$ cat config.mk
export PLATFORM = sky130hd
export DESIGN_NAME = local_time_to_unix_timestamp
export DESIGN_NICKNAME = d
export VERILOG_FILES = /design/src/ltu_pkg.sv /design/src/local_time_to_unix_timestamp.sv /design/src/ltu_adjust.sv /design/src/ltu_daycount.sv
export SDC_FILE = /design/constraint.sdc
export NUM_CORES = 1
export LEC_CHECK = 0
export BUFFER_PORTS_ARGS = -buffer_cell sky130_fd_sc_hd__buf_2
export CORE_MARGIN = 2
export CORE_UTILIZATION = 35
export DETAILED_ROUTE_END_ITERATION = 8
export PLACE_DENSITY_LB_ADDON = 0.2
export SYNTH_ARGS = -nofsm -noshare
export SYNTH_HDL_FRONTEND = slang
export SYNTH_SLANG_ARGS = --single-unit
$ cat constraint.sdc
create_clock -name clk -period 15.93 [get_ports clk]
set_input_delay 0.7965 -clock clk [delete_from_list [all_inputs] [get_ports clk]]
set_output_delay 0.7965 -clock clk [all_outputs]
set_load 0.02 [all_outputs]
$ cat src/ltu_pkg.sv
`timescale 1ns / 1ps
`default_nettype none

package ltu_pkg;

  // Calendar constants.
  localparam logic [12:0] EPOCH_YEAR         = 13'd1970;
  localparam logic [12:0] MAX_YEAR           = 13'd4096;
  localparam logic [10:0] LEAPS_BEFORE_EPOCH = 11'd477;
  localparam logic [19:0] DAYS_PER_YEAR      = 20'd365;
  localparam logic [31:0] SECS_PER_DAY       = 32'd86400;
  localparam logic [16:0] SECS_PER_HOUR      = 17'd3600;
  localparam logic [16:0] SECS_PER_MIN       = 17'd60;
  localparam logic signed [6:0] HOURS_PER_DAY = 7'sd24;
  localparam logic [5:0]  MAX_MIN_SEC        = 6'd59;

  // Reciprocal of 25 scaled by 2^15; exact for dividends below 2^12.
  localparam logic [10:0] DIV25_RECIP = 11'd1311;
  localparam logic [10:0] TWENTY_FIVE = 11'd25;

  // Month numbers.
  localparam logic [3:0] MONTH_JAN = 4'd1;
  localparam logic [3:0] MONTH_FEB = 4'd2;
  localparam logic [3:0] MONTH_MAR = 4'd3;
  localparam logic [3:0] MONTH_APR = 4'd4;
  localparam logic [3:0] MONTH_MAY = 4'd5;
  localparam logic [3:0] MONTH_JUN = 4'd6;
  localparam logic [3:0] MONTH_JUL = 4'd7;
  localparam logic [3:0] MONTH_AUG = 4'd8;
  localparam logic [3:0] MONTH_SEP = 4'd9;
  localparam logic [3:0] MONTH_OCT = 4'd10;
  localparam logic [3:0] MONTH_NOV = 4'd11;
  localparam logic [3:0] MONTH_DEC = 4'd12;

  // One input beat: local broken-down time.
  typedef struct packed {
    logic [11:0] year;
    logic [3:0]  month;
    logic [4:0]  day;
    logic [4:0]  hour;
    logic [5:0]  minute;
    logic [5:0]  second;
  } item_t;

  // One result beat.
  typedef struct packed {
    logic [31:0] timestamp;
    logic        valid_res;
  } result_t;

  // UTC calendar fields after the timezone shift.
  typedef struct packed {
    logic [12:0] year;
    logic [3:0]  month;
    logic [4:0]  day;
    logic [4:0]  hour;
    logic [5:0]  minute;
    logic [5:0]  second;
    logic        ok;
  } cal_t;

  // Day number and seconds within the day.
  typedef struct packed {
    logic [19:0] days;
    logic [16:0] sec_of_day;
    logic        ok;
  } dcount_t;

  // Floor of x / 25 through a reciprocal multiply.
  function automatic logic [6:0] div25(input logic [10:0] x);
    logic [21:0] prod;
    prod = {11'b0, x} * {11'b0, DIV25_RECIP};
    return prod[21:15];
  endfunction

  // True when x is a multiple of 25.
  function automatic logic is_mult25(input logic [10:0] x);
    logic [10:0] back;
    back = 11'(div25(x)) * TWENTY_FIVE;
    return back == x;
  endfunction

  // Gregorian leap year test.
  function automatic logic is_leap(input logic [12:0] y);
    logic by4;
    logic by100;
    logic by400;
    by4   = (y[1:0] == 2'b00);
    by100 = by4 && is_mult25(y[12:2]);
    by400 = by4 && (y[3:2] == 2'b00) && is_mult25({2'b00, y[12:4]});
    return by4 && (!by100 || by400);
  endfunction

  // Days in a month; a month outside 1 to 12 counts as 31 days.
  function automatic logic [4:0] month_len(input logic [3:0] m, input logic leap);
    logic [4:0] len;
    case (m) inside
      MONTH_APR, MONTH_JUN, MONTH_SEP, MONTH_NOV: len = 5'd30;
      MONTH_FEB: len = leap ? 5'd29 : 5'd28;
      default:   len = 5'd31;
    endcase
    return len;
  endfunction

  // Days in the year before the first of a month, non-leap.
  function automatic logic [8:0] days_before(input logic [3:0] m);
    logic [8:0] d;
    case (m)
      MONTH_JAN: d = 9'd0;
      MONTH_FEB: d = 9'd31;
      MONTH_MAR: d = 9'd59;
      MONTH_APR: d = 9'd90;
      MONTH_MAY: d = 9'd120;
      MONTH_JUN: d = 9'd151;
      MONTH_JUL: d = 9'd181;
      MONTH_AUG: d = 9'd212;
      MONTH_SEP: d = 9'd243;
      MONTH_OCT: d = 9'd273;
      MONTH_NOV: d = 9'd304;
      MONTH_DEC: d = 9'd334;
      default:   d = 9'd0;
    endcase
    return d;
  endfunction

endpackage

`default_nettype wire

$ cat src/local_time_to_unix_timestamp.sv
`timescale 1ns / 1ps
`default_nettype none

// Converts a local calendar date and time into a Unix seconds count. The
// timezone register (signed hours ahead of UTC) is subtracted from the hour,
// borrowing or carrying one day across month and year ends by the Gregorian
// rules; the shifted fields are range checked, and an invalid beat returns
// timestamp 0 with valid_res low. One beat is accepted every clock cycle while
// the input is not stalled: the input register takes the beat, and the timezone
// adjust, the day count and the final seconds multiply into the result register
// each add one register stage after it.
// Stalls back up through the stages, so a waiting result never holds off an
// input while a stage is free.
// Write the timezone register only while the pipeline is empty.
module local_time_to_unix_timestamp (
  input  logic              clk,
  input  logic              rst,
  input  logic              tz_we,
  input  logic [4:0]        tz_wdata,
  input  logic              item_valid,
  output logic              item_stall,
  input  ltu_pkg::item_t    item,
  output logic              result_valid,
  input  logic              result_stall,
  output ltu_pkg::result_t  result
);

  logic signed [4:0] tz_hours;

  logic              s0_valid;
  ltu_pkg::item_t    s0;
  logic              s1_valid;
  ltu_pkg::cal_t     s1;
  logic              s2_valid;
  ltu_pkg::dcount_t  s2;

  ltu_pkg::cal_t     s1_next;
  ltu_pkg::dcount_t  s2_next;
  ltu_pkg::result_t  result_next;
  logic [31:0]       ts_full;

  logic              out_free;
  logic              s2_free;
  logic              s1_free;
  logic              s0_free;

  // A stage can load when it is empty or its beat moves on.
  always_comb begin
    out_free   = !result_valid || !result_stall;
    s2_free    = !s2_valid || out_free;
    s1_free    = !s1_valid || s2_free;
    s0_free    = !s0_valid || s1_free;
    item_stall = !s0_free;
  end

  ltu_adjust u_adjust (
    .item     (s0),
    .tz_hours (tz_hours),
    .cal      (s1_next)
  );

  ltu_daycount u_daycount (
    .cal (s1),
    .cnt (s2_next)
  );

  // Scale days to seconds and add the time of day, modulo 2^32.
  always_comb begin
    ts_full = {12'b0, s2.days} * ltu_pkg::SECS_PER_DAY + 32'(s2.sec_of_day);
    result_next.timestamp = s2.ok ? ts_full : 32'd0;
    result_next.valid_res = s2.ok;
  end

  // Control state: timezone register and stage valid bits.
  always_ff @(posedge clk) begin
    if (rst) begin
      tz_hours     <= '0;
      s0_valid     <= 1'b0;
      s1_valid     <= 1'b0;
      s2_valid     <= 1'b0;
      result_valid <= 1'b0;
    end else begin
      if (tz_we) begin
        tz_hours <= tz_wdata;
      end
      if (s0_free) begin
        s0_valid <= item_valid;
      end
      if (s1_free) begin
        s1_valid <= s0_valid;
      end
      if (s2_free) begin
        s2_valid <= s1_valid;
      end
      if (out_free) begin
        result_valid <= s2_valid;
      end
    end
  end

  // Payload registers.
  always_ff @(posedge clk) begin
    if (s0_free && item_valid) begin
      s0 <= item;
    end
    if (s1_free && s0_valid) begin
      s1 <= s1_next;
    end
    if (s2_free && s1_valid) begin
      s2 <= s2_next;
    end
    if (out_free && s2_valid) begin
      result <= result_next;
    end
  end

`ifndef SYNTHESIS
  // An invalid result always carries a zero timestamp.
  a_invalid_zero: assert property (@(posedge clk) disable iff (rst)
    result_valid && !result.valid_res |-> result.timestamp == 32'd0)
    else $error("invalid result with nonzero timestamp");

  // The timezone shift always leaves the hour inside one day.
  a_hour_range: assert property (@(posedge clk) disable iff (rst)
    s1_valid |-> s1.hour < 5'd24)
    else $error("adjusted hour out of range");

  // A new result only appears when the day count stage held a beat.
  a_result_source: assert property (@(posedge clk) disable iff (rst)
    $rose(result_valid) |-> $past(s2_valid))
    else $error("result appeared without a beat in the last stage");

  // The input side stalls only when every stage is occupied.
  a_stall_full: assert property (@(posedge clk) disable iff (rst)
    item_stall |-> s0_valid && s1_valid && s2_valid && result_valid)
    else $error("input stalled with a free stage");
`endif

endmodule

`default_nettype wire

$ cat src/ltu_adjust.sv
`timescale 1ns / 1ps
`default_nettype none

module ltu_adjust (
  input  ltu_pkg::item_t    item,
  input  logic signed [4:0] tz_hours,
  output ltu_pkg::cal_t     cal
);

  logic signed [6:0] tz_ext;
  logic signed [6:0] h_raw;
  logic signed [6:0] h_adj;
  logic              borrow;
  logic              carry;
  logic              leap_in;
  logic [4:0]        len_cur;
  logic [5:0]        day_inc;
  logic [4:0]        day_dec;
  logic [12:0]       yr;
  logic [3:0]        mo;
  logic [4:0]        dy;

  // Shift the hour by the timezone and detect a day borrow or carry.
  always_comb begin
    tz_ext  = {{2{tz_hours[4]}}, tz_hours};
    h_raw   = signed'({2'b00, item.hour}) - tz_ext;
    borrow  = h_raw[6];
    carry   = !h_raw[6] && (h_raw >= ltu_pkg::HOURS_PER_DAY);
    if (borrow) begin
      h_adj = h_raw + ltu_pkg::HOURS_PER_DAY;
    end else if (carry) begin
      h_adj = h_raw - ltu_pkg::HOURS_PER_DAY;
    end else begin
      h_adj = h_raw;
    end
  end

  // Move the date by one day across month and year ends.
  always_comb begin
    leap_in = ltu_pkg::is_leap({1'b0, item.year});
    len_cur = ltu_pkg::month_len(item.month, leap_in);
    day_inc = {1'b0, item.day} + 6'd1;
    day_dec = item.day - 5'd1;
    yr      = {1'b0, item.year};
    mo      = item.month;
    dy      = item.day;
    if (borrow) begin
      // Day zero stays zero and so stays invalid.
      if (item.day != 5'd0) begin
        if (day_dec == 5'd0) begin
          if (item.month == ltu_pkg::MONTH_JAN) begin
            mo = ltu_pkg::MONTH_DEC;
            yr = yr - 13'd1;
          end else if (item.month >= ltu_pkg::MONTH_FEB &&
                       item.month <= ltu_pkg::MONTH_DEC) begin
            mo = item.month - 4'd1;
          end
          // The year only changes into December, so the input year decides February.
          dy = ltu_pkg::month_len(mo, leap_in);
        end else begin
          dy = day_dec;
        end
      end
    end else if (carry) begin
      if (day_inc > {1'b0, len_cur}) begin
        dy = 5'd1;
        if (item.month == ltu_pkg::MONTH_DEC) begin
          mo = ltu_pkg::MONTH_JAN;
          yr = yr + 13'd1;
        end else if (item.month >= ltu_pkg::MONTH_JAN &&
                     item.month <= ltu_pkg::MONTH_NOV) begin
          mo = item.month + 4'd1;
        end
      end else begin
        dy = day_inc[4:0];
      end
    end
  end

  // Range checks on the shifted fields. A year borrowed below zero wraps high.
  always_comb begin
    cal.year   = yr;
    cal.month  = mo;
    cal.day    = dy;
    cal.hour   = h_adj[4:0];
    cal.minute = item.minute;
    cal.second = item.second;
    cal.ok     = (yr >= ltu_pkg::EPOCH_YEAR) && (yr <= ltu_pkg::MAX_YEAR) &&
                 (mo >= ltu_pkg::MONTH_JAN) && (mo <= ltu_pkg::MONTH_DEC) &&
                 (dy != 5'd0) &&
                 (item.minute <= ltu_pkg::MAX_MIN_SEC) &&
                 (item.second <= ltu_pkg::MAX_MIN_SEC);
  end

endmodule

`default_nettype wire

$ cat src/ltu_daycount.sv
`timescale 1ns / 1ps
`default_nettype none

module ltu_daycount (
  input  ltu_pkg::cal_t    cal,
  output ltu_pkg::dcount_t cnt
);

  logic [12:0] yprev;
  logic [12:0] yoff;
  logic [19:0] ydays;
  logic [6:0]  q100;
  logic [6:0]  q400;
  logic [10:0] leaps;
  logic        extra;

  // Whole years since the epoch plus leap days in the years before this one.
  always_comb begin
    yprev = cal.year - 13'd1;
    yoff  = cal.year - ltu_pkg::EPOCH_YEAR;
    ydays = 20'(yoff[11:0]) * ltu_pkg::DAYS_PER_YEAR;
    q100  = ltu_pkg::div25({1'b0, yprev[11:2]});
    q400  = ltu_pkg::div25({3'b000, yprev[11:4]});
    leaps = 11'(yprev[11:2]) - 11'(q100) + 11'(q400) - ltu_pkg::LEAPS_BEFORE_EPOCH;
    extra = (cal.month > ltu_pkg::MONTH_FEB) && ltu_pkg::is_leap(cal.year);
  end

  // Day number within the epoch and seconds within the day.
  always_comb begin
    cnt.days = ydays + 20'(leaps) + 20'(ltu_pkg::days_before(cal.month)) +
               20'(extra) + 20'(cal.day) - 20'd1;
    cnt.sec_of_day = 17'(cal.hour) * ltu_pkg::SECS_PER_HOUR +
                     17'(cal.minute) * ltu_pkg::SECS_PER_MIN +
                     17'(cal.second);
    cnt.ok = cal.ok;
  end

endmodule

`default_nettype wire
# Yosys cells after proc, flatten, opt, wreduce, memory -nomap -nowiden
# Memories as Yosys holds them, arrays and structs flattened. A register that Yosys moved wholly into a read port is not among the register bits.
# Cells that the tools add are included.
dict set report totals {
  register_bits 158
  rom_bits 144
  out_inout_bits 35
  wordCells 167
  mem_count 1
}
# name depth word_bits read_ports rd_clocked_by_memory_dff wr line_no
set memory_table {}
lappend memory_table {{(name not given)} 16 9 1 1 0 ltu_pkg.sv:108} ;# case (m)
dict set report op_classes {
  n_addsub 22
  multipliers 14
  n_lt_le_gt_ge 13
  eq_ne 16
  mux 32
  n_reduce_logical 46
}
# operator count
set ops {}
lappend ops {{2-to-1 mux 13 bit} 7}
lappend ops {{2-to-1 mux 5 bit} 11}
lappend ops {{2-to-1 mux 4 bit} 13}
lappend ops {{multiplier 10 x 11 -> 21 bit, second input constant} 2}
lappend ops {{multiplier 8 x 11 -> 19 bit, second input constant} 2}
lappend ops {{adder 32 x 17 -> 32 bit} 1}
lappend ops {{multiplier 20 x 10 -> 25 bit, second input constant} 1}
lappend ops {{logical AND 1 bit} 22}
lappend ops {{multiplier 11 x 11 -> 22 bit, second input constant} 1}
lappend ops {{adder 20 x 1 -> 20 bit} 1}
lappend ops {{adder 20 x 11 -> 20 bit} 1}
lappend ops {{adder 20 x 5 -> 20 bit} 1}
lappend ops {{adder 20 x 9 -> 20 bit} 1}
lappend ops {{== test 4 bit, second input constant} 5}
lappend ops {{multiplier 12 x 9 -> 20 bit, second input constant} 1}
lappend ops {{multiplier 9 x 11 -> 20 bit, second input constant} 1}
lappend ops {{subtractor 20 x 1 -> 20 bit, second input constant} 1}
lappend ops {{adder 17 x 12 -> 17 bit} 1}
lappend ops {{adder 17 x 6 -> 17 bit} 1}
lappend ops {{== test 4 x 3 -> 1 bit, second input constant} 4}
lappend ops {{adder 12 x 1 -> 13 bit, second input constant} 1}
lappend ops {{greater-or-equal comparator 13 x 11 -> 1 bit, second input constant} 1}
lappend ops {{less-or-equal comparator 13 bit, second input constant} 1}
lappend ops {{multiplier 5 x 8 -> 13 bit, second input constant} 1}
lappend ops {{38 further kinds} 61}

# Logic depth before layout (Yosys ltp)
dict set report logic_depth {
  word_depth 21
  ltp_mapped 59
  depth_no_buf 58
}

# Hierarchy
# From an unflattened synthesis, not the netlist that was laid out.
dict set report unflattened {
  cells_unflattened 2868
  area_unflattened_um2 28048.2
}
# module instances cells_each area_per_inst_um2 seq_area_each_um2
set by_module_without_submodules {}
lappend by_module_without_submodules {ltu_daycount 1 1475 13465.4 0.0}
lappend by_module_without_submodules {local_time_to_unix_timestamp 1 676 8803.4 4654.5}
lappend by_module_without_submodules {ltu_adjust 1 717 5779.3 0.0}

# Least setup slack after synthesis
# Ideal clock, no wire load.
dict set report synth_timing {
  kind {register -> register}
  startpoint {reg s1[31] (netlist name)}
  endpoint {reg s2[36] (netlist name) (data pin)}
  setup_time_ns 0.258
  t_arrival_ns 12.486
  required_time_ns 15.672
  slack_ns 3.187
  stages_incl_launch_ff 59
  n_path_buf 1
  synth_period_minus_slack_ns 12.743
  path_cell_list {edfxtp_1 -> clkbuf_1 -> inv_1 -> ha_1 -> inv_1 -> o21ai_0 -> nand2_1 -> and3_1 -> and2_1 -> xnor2_1 -> inv_1 -> fa_1 -> inv_1 -> fa_1 -> inv_1 -> fa_1 -> inv_1 -> fa_1 -> (+23 left out) -> inv_1 -> fa_1 -> inv_1 -> fa_1 -> inv_1 -> fa_1 -> inv_1 -> ha_1 -> inv_1 -> o21bai_1 -> a21oi_1 -> o21bai_1 -> a21oi_1 -> o21ai_0 -> o41ai_1 -> o21bai_1 -> a21oi_1 -> xnor2_1}
}
# element line_no
set synth_lines {}
lappend synth_lines {{from (decl)} local_time_to_unix_timestamp.sv:33} ;# ltu_pkg::cal_t s1;
lappend synth_lines {{from (signal assigned)} local_time_to_unix_timestamp.sv:107} ;# s1 <= s1_next;
lappend synth_lines {{to (signal assigned)} local_time_to_unix_timestamp.sv:110} ;# s2 <= s2_next;
lappend synth_lines {{to (decl)} local_time_to_unix_timestamp.sv:35} ;# ltu_pkg::dcount_t s2;

==> impl_metrics.json <==
{
  "finalCritPeriodShare": 0.890,
  "multi_input_area_mm2": 0.0205,
  "first_pass_iters": 5,
  "finalHoldViolations": 0,
  "finalMaxSlewViolations": 0,
  "ys_warn_count": 0,
  "whs_endpoint": "result_next[0]",
  "yosys_most_used_dff": "edfxtp_1",
  "dieArea_mm2": 0.0823,
  "fin_tns_setup_ns": 0,
  "wl_per_cell_um": 15.0,
  "antenna_found_initial": 3,
  "dpl_cell_area_mm2": 0.0297,
  "yosysSeqAreaShare": 0.173,
  "vias": 19200,
  "cts_tree": "built",
  "synth_fp_nets": 3796,
  "cts_resized": 0,
  "ys_async_sr_fraction": 0,
  "core_area_mm2": 0.0791,
  "finalNetCount": 3877,
  "fmax_mhz": 70.5,
  "grt_pass1_vias": 20500,
  "hpwl_um": 51400,
  "crit_arrival_ns": 14.38,
  "cpMaxStageDelayCell": "o41ai_1",
  "synth_seq_cells": 167,
  "timing.rr.start": "s1[29]",
  "grt_usage": 0.150,
  "synth_area_mm2": 0.0280,
  "syn-mean-instance-area_um2": 9.82,
  "startpoint": "s1[29]",
  "synth-edff-count": 149,
  "ff_latch_area_mm2": 0.00483,
  "place_congestion": 0.862,
  "worst_slew_pin_slew_ns": 1.20,
  "die_h_um": 287,
  "clock_path_buffers": 2,
  "chipWidth_um": 287,
  "min_period_ns": 14.18,
  "grt_max_degree": 46,
  "r2r_setup_slack_ns": 1.75,
  "critical_path.endpoint_type": "flop",
  "path_max_fanout": 8,
  "worstHoldStart": "s1[0]",
  "synth.distinct_cells": 88,
  "clk_latency_ns": 0.44,
  "critPathLaunchType": "flop",
  "drc_errors": 0,
  "critPathMaxStageDelay_ns": 0.62,
  "synthCells": 2851,
  "holdPathStages": 0,
  "slew_headroom": 0.201,
  "area_growth_pct": 8.27,
  "fillers": 7911,
  "port_buffers": 82,
  "cp_common_cell": "inv_1",
  "grt_setup_unrepaired": "no",
  "start_util": 0.354,
  "ctsHtreeMaxLevel": 4,
  "critPathKind": "flop to flop",
  "row_count": 103,
  "root_buffer": "clkbuf_16",
  "cts_made_buffers": 17,
  "outcome": "completed",
  "grt-ovfl-total": 0,
  "postCtsSetupBuffers": 0,
  "ff2ff_path_depth": 57,
  "min_path_type": "flop to flop",
  "grt_pass1_wl_um": 101000,
  "vias_per_cell": 4.81,
  "drv_cap": 0,
  "drt_iter0_markers": 663,
  "reg2reg_to": "s2[36]",
  "cts.sinks": 167,
  "crit_required_ns": 16.13,
  "clkSlewWorstSetupHoldPaths_ns": 0.08,
  "wl_um": 60000,
  "cts_hold_buf": 0,
  "final_antenna_net_count": 0,
  "setup-violations-final": 0,
  "fin_skew_ns": 0.0122,
  "drive_gt1_frac": 0.0533,
  "io_pins": 83,
  "finalInstanceArea_mm2": 0.0303
}
-- Yosys cell counts, types with 23 or more instances --
cell type	count	area (µm²)
inv_1	675	2530
and2_1	31	194
fa_1	270	5410
a21o_1	45	338
o21ai_0	67	335
o21bai_1	25	188
nor2b_1	23	144
xnor2_1	168	1470
nand3_1	46	230
nand2_1	89	334
a21oi_1	107	536
ha_1	627	7850
xor2_1	52	455
nor3_1	34	170
nor2_1	84	315
edfxtp_1	149	4470
-- sequential cells by signal, indices dropped and copies added (netlist names), named ones only --
signal        flops
s1               40
s0               38
s2               37
result           33
tz_hours          5
result_next       1
result_valid      1
s0_valid          1
s1_valid          1
s2_valid          1
-- how the worst max path moves through the flow --
stage	to	slack, ns	cells after the start
3_3_place_gp	s2[36]	2.09	57
3_5_place_dp	s2[34]	1.69	57
2_1_floorplan	s2[36]	3.19	58
5_1_grt	s2[34]	0.58	57
6_report	s2[36]	1.75	57
4_1_cts	s2[34]	1.67	57
-- logic make-up (layout without fill, tap and decap cells) --
kind of cell | after synthesis | count (layout) | synth area share
buffers and inverters | 707 | 799 | 0.0954
adder cells (fa/ha/maj) | 898 | 898 | 0.474
AND/OR/NAND/NOR | 418 | 418 | 0.0771
AO/OA/AOI/OAI | 411 | 411 | 0.0993
multiplexers | 25 | 25 | 0.00921
XOR/XNOR | 225 | 225 | 0.0726
flip-flops | 167 | 167 | 0.173
other | 0 | 3 | 0
-- metal layers --
metal	track usage	up-vias	part of all wire
li1	-	9630	-
met3	0.0158	54	0.020
met5	0	-	0
met4	0.0329	0	0.016
met1	0.194	9352	0.46
met2	0.270	187	0.50
-- worst max-delay path: cells and delay by family, from the launching register on --
kind	cells	cell delay [ns]
AND/OR/NAND/NOR	6	0.76
flip-flops	1	0.61
buffers and inverters	14	1.20
adder cells (fa/ha/maj)	17	6.95
XOR/XNOR	4	0.95
AO/OA/AOI/OAI	16	3.49
-- final cells by class --
class	instances	share of cell area
Multi-Input combinational cell	1977	0.677
Sequential cell	167	0.160
Tap cell	1050	0.0433
Clock inverter	13	0.00603
Antenna cell	3	0.000248
Inverter	676	0.0837
Clock buffer	17	0.0140
Timing Repair Buffer	93	0.0163
-- cell usage in the layout (no fill, tap or decap), types with 10 or more instances in the layout --
master,synthesis,final
nand3_1,46,46
mux2i_1,19,19
o211ai_1,17,17
nand2b_1,19,19
inv_1,675,675
buf_2,7,82
nand2_1,89,89
clkbuf_16,0,17
o21a_1,20,20
fa_1,270,270
o21ai_0,67,67
ha_1,627,627
xor2_1,52,52
a21boi_0,11,10
nand4_1,18,18
nor2_1,84,83
nor2b_1,23,22
o21bai_1,25,25
a21oi_1,107,107
a31oi_1,12,12
a211oi_1,16,16
dfxtp_1,18,18
and2_1,31,31
edfxtp_1,149,149
a21o_1,45,45
and3_1,15,15
buf_4,2,11
nor3_1,34,34
xnor2_1,168,168
or3_1,11,11
-- through the flow --
stage	util	hold slack [ns]	worst slack, ns	cells
floorplan	-	0.400	3.19	2851
global placement	0.375	0.401	2.09	3963
detailed placement	0.375	0.405	1.69	3963
CTS	0.383	0.418	1.67	3993
global route	0.383	0.424	0.582	3996
finish	0.383	0.417	1.75	3996
Power is not shown: default switching activity piles up to over one toggle a cycle in this logic, so the estimate is an artifact.
